===== src/rtl/core/cpt_pkg.sv =====
// ----------------------------------------------------------------------------
// cpt_pkg
// Shared constants, codes, types and the Clarke coefficient table for the
// Clarke / Park transform pipeline.
// ----------------------------------------------------------------------------
package cpt_pkg;

	localparam int DEF_SAMPLE_WIDTH   = 16;
	localparam int DEF_TRIG_FRAC_BITS = 14;
	localparam int INT_HEADROOM       = 4;
	localparam int KIND_WIDTH         = 3;
	localparam int COEF_FRAC          = 24;
	localparam int COEF_WIDTH         = COEF_FRAC + 2;

	localparam logic [KIND_WIDTH-1:0] KIND_CLARKE     = 3'd0;
	localparam logic [KIND_WIDTH-1:0] KIND_INV_CLARKE = 3'd1;
	localparam logic [KIND_WIDTH-1:0] KIND_PARK       = 3'd2;
	localparam logic [KIND_WIDTH-1:0] KIND_INV_PARK   = 3'd3;
	localparam logic [KIND_WIDTH-1:0] KIND_ABC_DQ0    = 3'd4;
	localparam logic [KIND_WIDTH-1:0] KIND_DQ0_ABC    = 3'd5;

	typedef struct packed {
		logic [KIND_WIDTH-1:0] kind;
		logic                  power_invariant;
	} cpt_ctrl_t;

	typedef logic signed [COEF_WIDTH-1:0] coef_t;

	localparam int K_ONE  = 16777216;
	localparam int K_HALF = 8388608;
	localparam int K_2_3  = 11184811;
	localparam int K_1_3  = 5592405;
	localparam int K_R3   = 9686330;
	localparam int K_H3   = 14529495;
	localparam int K_S23  = 13698540;
	localparam int K_R6   = 6849270;
	localparam int K_R2   = 11863283;

	// rows of {inverse, power_invariant}, each a 3x3 matrix row by row
	localparam coef_t COEF_TABLE [4][9] = '{
		'{coef_t'(K_2_3), coef_t'(-K_1_3), coef_t'(-K_1_3),
		  coef_t'(0), coef_t'(K_R3), coef_t'(-K_R3),
		  coef_t'(K_1_3), coef_t'(K_1_3), coef_t'(K_1_3)},
		'{coef_t'(K_S23), coef_t'(-K_R6), coef_t'(-K_R6),
		  coef_t'(0), coef_t'(K_R2), coef_t'(-K_R2),
		  coef_t'(K_R3), coef_t'(K_R3), coef_t'(K_R3)},
		'{coef_t'(K_ONE), coef_t'(0), coef_t'(K_ONE),
		  coef_t'(-K_HALF), coef_t'(K_H3), coef_t'(K_ONE),
		  coef_t'(-K_HALF), coef_t'(-K_H3), coef_t'(K_ONE)},
		'{coef_t'(K_S23), coef_t'(0), coef_t'(K_R3),
		  coef_t'(-K_R6), coef_t'(K_R2), coef_t'(K_R3),
		  coef_t'(-K_R6), coef_t'(-K_R2), coef_t'(K_R3)}
	};

	function automatic logic kind_defined(input logic [KIND_WIDTH-1:0] kind);
		return kind <= KIND_DQ0_ABC;
	endfunction

endpackage


===== src/rtl/core/cpt_rotator.sv =====
// ----------------------------------------------------------------------------
// cpt_rotator
// Two-stage Park rotation: registered products, then sum and round.
// Items of other kinds pass through unchanged.
// ----------------------------------------------------------------------------
module cpt_rotator #(
	parameter int IW      = 20,
	parameter int TW      = 16,
	parameter bit INVERSE = 1'b0
) (
	input  logic                clk,
	input  logic                arst_n,
	input  logic                in_valid,
	output logic                in_ready,
	input  cpt_pkg::cpt_ctrl_t  in_ctrl,
	input  logic signed [IW-1:0] in_x0,
	input  logic signed [IW-1:0] in_x1,
	input  logic signed [IW-1:0] in_x2,
	input  logic signed [TW-1:0] in_sine,
	input  logic signed [TW-1:0] in_cosine,
	output logic                out_valid,
	input  logic                out_ready,
	output cpt_pkg::cpt_ctrl_t  out_ctrl,
	output logic signed [IW-1:0] out_x0,
	output logic signed [IW-1:0] out_x1,
	output logic signed [IW-1:0] out_x2,
	output logic signed [TW-1:0] out_sine,
	output logic signed [TW-1:0] out_cosine
);
	import cpt_pkg::*;

	localparam int TF = TW - 2;
	localparam int PW = IW + TW;
	localparam int SW = PW + 1;
	localparam logic signed [SW-1:0] HALF = SW'(1) << (TF - 1);

	logic                 en_s1, en_s2, active;
	logic                 v_s1, v_s2, act_s1;
	cpt_ctrl_t            ctrl_s1, ctrl_s2;
	logic signed [IW-1:0] x0_s1, x1_s1, x2_s1;
	logic signed [TW-1:0] sine_s1, cos_s1, sine_s2, cos_s2;
	logic signed [PW-1:0] xc_s1, ys_s1, xs_s1, yc_s1;
	logic signed [IW-1:0] y0_s2, y1_s2, y2_s2;
	logic signed [SW-1:0] sum0, sum1, rnd0, rnd1;

	assign en_s2    = !v_s2 || out_ready;
	assign en_s1    = !v_s1 || en_s2;
	assign in_ready = en_s1;

	always_comb begin
		if (INVERSE) begin
			active = (in_ctrl.kind == KIND_INV_PARK) || (in_ctrl.kind == KIND_DQ0_ABC);
		end else begin
			active = (in_ctrl.kind == KIND_PARK) || (in_ctrl.kind == KIND_ABC_DQ0);
		end
	end

	// products
	always_ff @(posedge clk or negedge arst_n) begin
		if (!arst_n) begin
			v_s1 <= 1'b0;
		end else if (en_s1) begin
			v_s1 <= in_valid;
		end
	end

	always_ff @(posedge clk) begin
		if (en_s1) begin
			ctrl_s1 <= in_ctrl;
			act_s1  <= active;
			x0_s1   <= in_x0;
			x1_s1   <= in_x1;
			x2_s1   <= in_x2;
			sine_s1 <= in_sine;
			cos_s1  <= in_cosine;
			xc_s1   <= in_x0 * in_cosine;
			ys_s1   <= in_x1 * in_sine;
			xs_s1   <= in_x0 * in_sine;
			yc_s1   <= in_x1 * in_cosine;
		end
	end

	// sums, round half up
	always_comb begin
		if (INVERSE) begin
			sum0 = SW'(xc_s1) - SW'(ys_s1);
			sum1 = SW'(xs_s1) + SW'(yc_s1);
		end else begin
			sum0 = SW'(xc_s1) + SW'(ys_s1);
			sum1 = SW'(yc_s1) - SW'(xs_s1);
		end
		rnd0 = sum0 + HALF;
		rnd1 = sum1 + HALF;
	end

	always_ff @(posedge clk or negedge arst_n) begin
		if (!arst_n) begin
			v_s2 <= 1'b0;
		end else if (en_s2) begin
			v_s2 <= v_s1;
		end
	end

	always_ff @(posedge clk) begin
		if (en_s2) begin
			ctrl_s2 <= ctrl_s1;
			sine_s2 <= sine_s1;
			cos_s2  <= cos_s1;
			y2_s2   <= x2_s1;
			if (act_s1) begin
				y0_s2 <= rnd0[TF+IW-1:TF];
				y1_s2 <= rnd1[TF+IW-1:TF];
			end else begin
				y0_s2 <= x0_s1;
				y1_s2 <= x1_s1;
			end
		end
	end

	assign out_valid  = v_s2;
	assign out_ctrl   = ctrl_s2;
	assign out_x0     = y0_s2;
	assign out_x1     = y1_s2;
	assign out_x2     = y2_s2;
	assign out_sine   = sine_s2;
	assign out_cosine = cos_s2;

endmodule


===== config.mk =====
export PLATFORM = sky130hd
export DESIGN_NAME = cpt_rotator
export DESIGN_NICKNAME = d
export VERILOG_FILES = /design/src/rtl/core/cpt_pkg.sv /design/src/rtl/core/cpt_rotator.sv
export SDC_FILE = /design/constraint.sdc
export NUM_CORES = 2
export LEC_CHECK = 0
export BUFFER_PORTS_ARGS = -buffer_cell sky130_fd_sc_hd__buf_2
export CORE_ASPECT_RATIO = 1.1
export CORE_UTILIZATION = 65
export CTS_CLUSTER_SIZE = 20
export DETAILED_ROUTE_END_ITERATION = 8
export GPL_ROUTABILITY_DRIVEN = 0
export PLACE_DENSITY = 0.83
export SLEW_MARGIN = 20
export SYNTH_ARGS = -nofsm -noshare
export SYNTH_HDL_FRONTEND = slang
export SYNTH_SLANG_ARGS = --single-unit

===== constraint.sdc =====
create_clock -name clk -period 12.5 [get_ports clk]
set_clock_uncertainty 0.1 [all_clocks]
set_input_delay 1.875 -clock clk [delete_from_list [all_inputs] [get_ports clk]]
set_output_delay 1.875 -clock clk [all_outputs]
set_load 0.005 [all_outputs]

==> impl_results.md <==
* Normalized max-slew margin at 0.272
* Status: finished, final reports clean
* Post-synth EDFFs at 329
* First-pass iteration count of the detailed router at 6
* GR Layer Usage met2 at 0.551
* Largest net degree at the start of global routing at 105
* Number of buffers added on ports at 197
* Dominant synthesized flop cell: edfxtp_1
* Mapped Area at 0.0593 mm^2
* Hold EP: out_sine[8]$_DFFE_PP_
* First-pass GRT wire length at 238000 um
* Post-DRT Antenna Nets at 0
* Clock transition at path regs at 0.06 ns
* Worst Path Max Fanout at 22
* Seq/Total Area, Yosys at 0.168
* Synthesized area per cell at 10.0 um^2
* Die width at 290 um
* Slowest CP cell: fa_1
* Yosys reg bits at 331
* Die footprint at 0.0924 mm^2
* Syn nets at 7711
* Core area at 0.0899 mm^2
* Root Driver: clkbuf_16
* Wirelength per Cell at 20.2 um
* Most common cell after layout, fill and taps aside: inv_1
* WHS at 0.311 ns
* Cts bufs inserted at 43
* Final hold violation count at 0
* CTS tree: done
* Post-CTS Hold Buffers at 0
* Setup crit start kind: primary input
* PostCTS Resize Cnt at 0
* Tot GR Track Use at 0.332
* Final period util at 0.696
* Achievable Freq at 115 MHz
* Area grow syn2layout at 5.56%
* Commonest cells after routing, fill and taps aside: inv_1, fa_1, nand2_1
* Grt peak-use layer: met2
* Final setup viols at 0
* Crit path cell chain: buf_2, buf_4, nand2_1, fa_1, inv_1, fa_1, fa_1, fa_1, fa_1, inv_1, fa_1, inv_1, ha_1, a2111oi_0, o21ai_0, a31oi_1, o21ai_0, o21a_1, a21oi_1, o21ai_0, a211oi_1, xnor2_1
* DR iter-0 viols at 3131
* Slack of the worst reg-to-reg path at 8.19 ns
* CP Class: in2reg
* DR vias at 41400
* Fin crit period at 8.70 ns
* Yosys warnings at 0
* Max Root-Sink Buffers at 3
* Postcts setup bufs at 0
* Initial Util at 0.659
* Max Cap Viol at 0
* Setup TNS at 0 ns
* DRC violations left at 0
* Initial antenna violation count at 1
* Chip Height at 319 um
* Share of layout cells above drive strength 1 at 0.0627
* RR Endpoint: out_x0[12]$_DFFE_PP_
* Num ports at 198
* Hold/Removal Path Class: reg2reg
* Post-synth cell types at 79
* Vias per inst at 5.79
* CTS Sinks at 331
* Cells after synthesis at 5921
* Max Slew Vio Count at 0
* FF-to-FF Start: ys_s1[5]$_DFFE_PP_
* Ys async rst share at 0.00604
* Worst-Skew Late Latency at 0.60 ns
* Fill cells at 6478
* Worst Path Required at 12.75 ns
* Row cnt at 115
* CP top delay family: adder cells
* Detailed Route WL at 144000 um
* H-tree levels at 2
* Worst reg2reg path depth at 10
* CP most frequent cell: fa_1
* Arrival time worst endpoint at 8.95 ns
* Largest stage delay on the critical path at 0.58 ns
* Hold wc startpoint: sine_s1[8]$_DFFE_PP_
* DPL Wire Length at 105000 um
* RSZ-0062 raised after global routing: no
* Worst hold stages at 0
* Met3 usage at 0.0477
* Critical Path End Type: register
* Nets at 7740
* Global-route met1 utilization at 0.409
* Worst-margin pin slew at 1.09 ns
* Worst path bufs/invs at 5
* Vias in the first global route at 46100
* GRT overflow at 0
## cell families after synthesis
| logic type | after synthesis | share of synthesized area |
|---|---|---|
| muxes | 28 | 0.00532 |
| and+or+nand+nor | 1567 | 0.131 |
| adders and majority gates | 1690 | 0.511 |
| buffers and inverters | 1675 | 0.106 |
| xor gates and xnor gates | 206 | 0.0304 |
| DFF | 331 | 0.168 |
| AOI/OAI and AO/OA | 424 | 0.0484 |
## state kept, by name, summed over array words and instances, names as in the netlist
name,flops
out_cosine,16
out_valid,1
out_sine,16
out_x2,20
out_ctrl,4
xs_s1,34
x2_s1,20
x0_s1,20
out_x0,20
sine_s1,16
xc_s1,34
yc_s1,34
out_x1,20
cos_s1,16
x1_s1,20
ys_s1,34
ctrl_s1,4
act_s1,1
v_s1,1
## layer usage
layer,vias to the layer above,part of all wire
met5,-,0
met4,0,0.076
met3,526,0.076
met2,1972,0.48
met1,21100,0.36
li1,17800,-
## synthesized netlist by cell type, types with 4 or more instances
library cell  count  share of area
a21o_1           56         0.0071
a21oi_2           5        0.00074
a211oi_1         18         0.0023
xnor2_1         162          0.024
mux2_2           28         0.0053
and3_1           17         0.0018
a21oi_1         117         0.0099
a2111oi_0        11         0.0016
clkbuf_1        251          0.016
nor2b_1          17         0.0018
inv_1          1417          0.090
a31o_2            4        0.00059
nor3_1           21         0.0018
a211o_1          10         0.0015
edfxtp_1        329           0.17
o211ai_1          8         0.0010
a31oi_1          20         0.0021
fa_1           1216           0.41
nand4_1          11         0.0012
or3_1             5        0.00053
o31ai_1           9         0.0011
o21ai_0          63         0.0053
or2_2             7        0.00074
o21bai_1         16         0.0020
nor3b_1           4        0.00051
nor4_1            6        0.00063
nand2b_1         49         0.0052
nor2_1          125         0.0079
xor2_1           44         0.0065
o21a_1           33         0.0042
ha_1            474           0.10
nand2_1         678          0.043
and2_1          590          0.062
nand3_1          21         0.0018
## area by class of cell
class                      count  area [um^2]  area share
timing repair buffer         239         1310      0.0210
antenna                        1         2.50   0.0000400
multi-input combinational   3915        43000       0.688
inverter                    1420         5330      0.0852
clock buffer                  50         1110      0.0178
sequential                   331         9930       0.159
clock inverter                28          359     0.00574
tap                         1170         1460      0.0234
## stage by stage
stage	std cells	utilization	setup WS, ns	cell area [um^2]
CTS	7153	0.696	3.88	62600
global route	7153	0.696	3.50	62600
finish	7154	0.696	3.80	62600
global placement	7075	0.679	3.36	61100
floorplan	5921	-	2.98	59300
detailed placement	7075	0.679	3.26	61100
## worst max path at each step
stage | start | endpoint | slack (ns) | depth (start not counted)
floorplan | out_ready | act_s1$_DFFE_PP_ | 2.98 | 1
global placement | in_sine[1] | xs_s1[33]$_DFFE_PP_ | 3.36 | 21
detailed placement | in_sine[1] | xs_s1[33]$_DFFE_PP_ | 3.26 | 21
CTS | in_sine[1] | xs_s1[33]$_DFFE_PP_ | 3.88 | 21
global route | in_cosine[9] | xc_s1[29]$_DFFE_PP_ | 3.50 | 22
finish | in_cosine[9] | xc_s1[29]$_DFFE_PP_ | 3.80 | 22
Power is left out: the tool's default activity adds up to more than one toggle a clock period on the data nets, which glitch-free logic cannot reach.
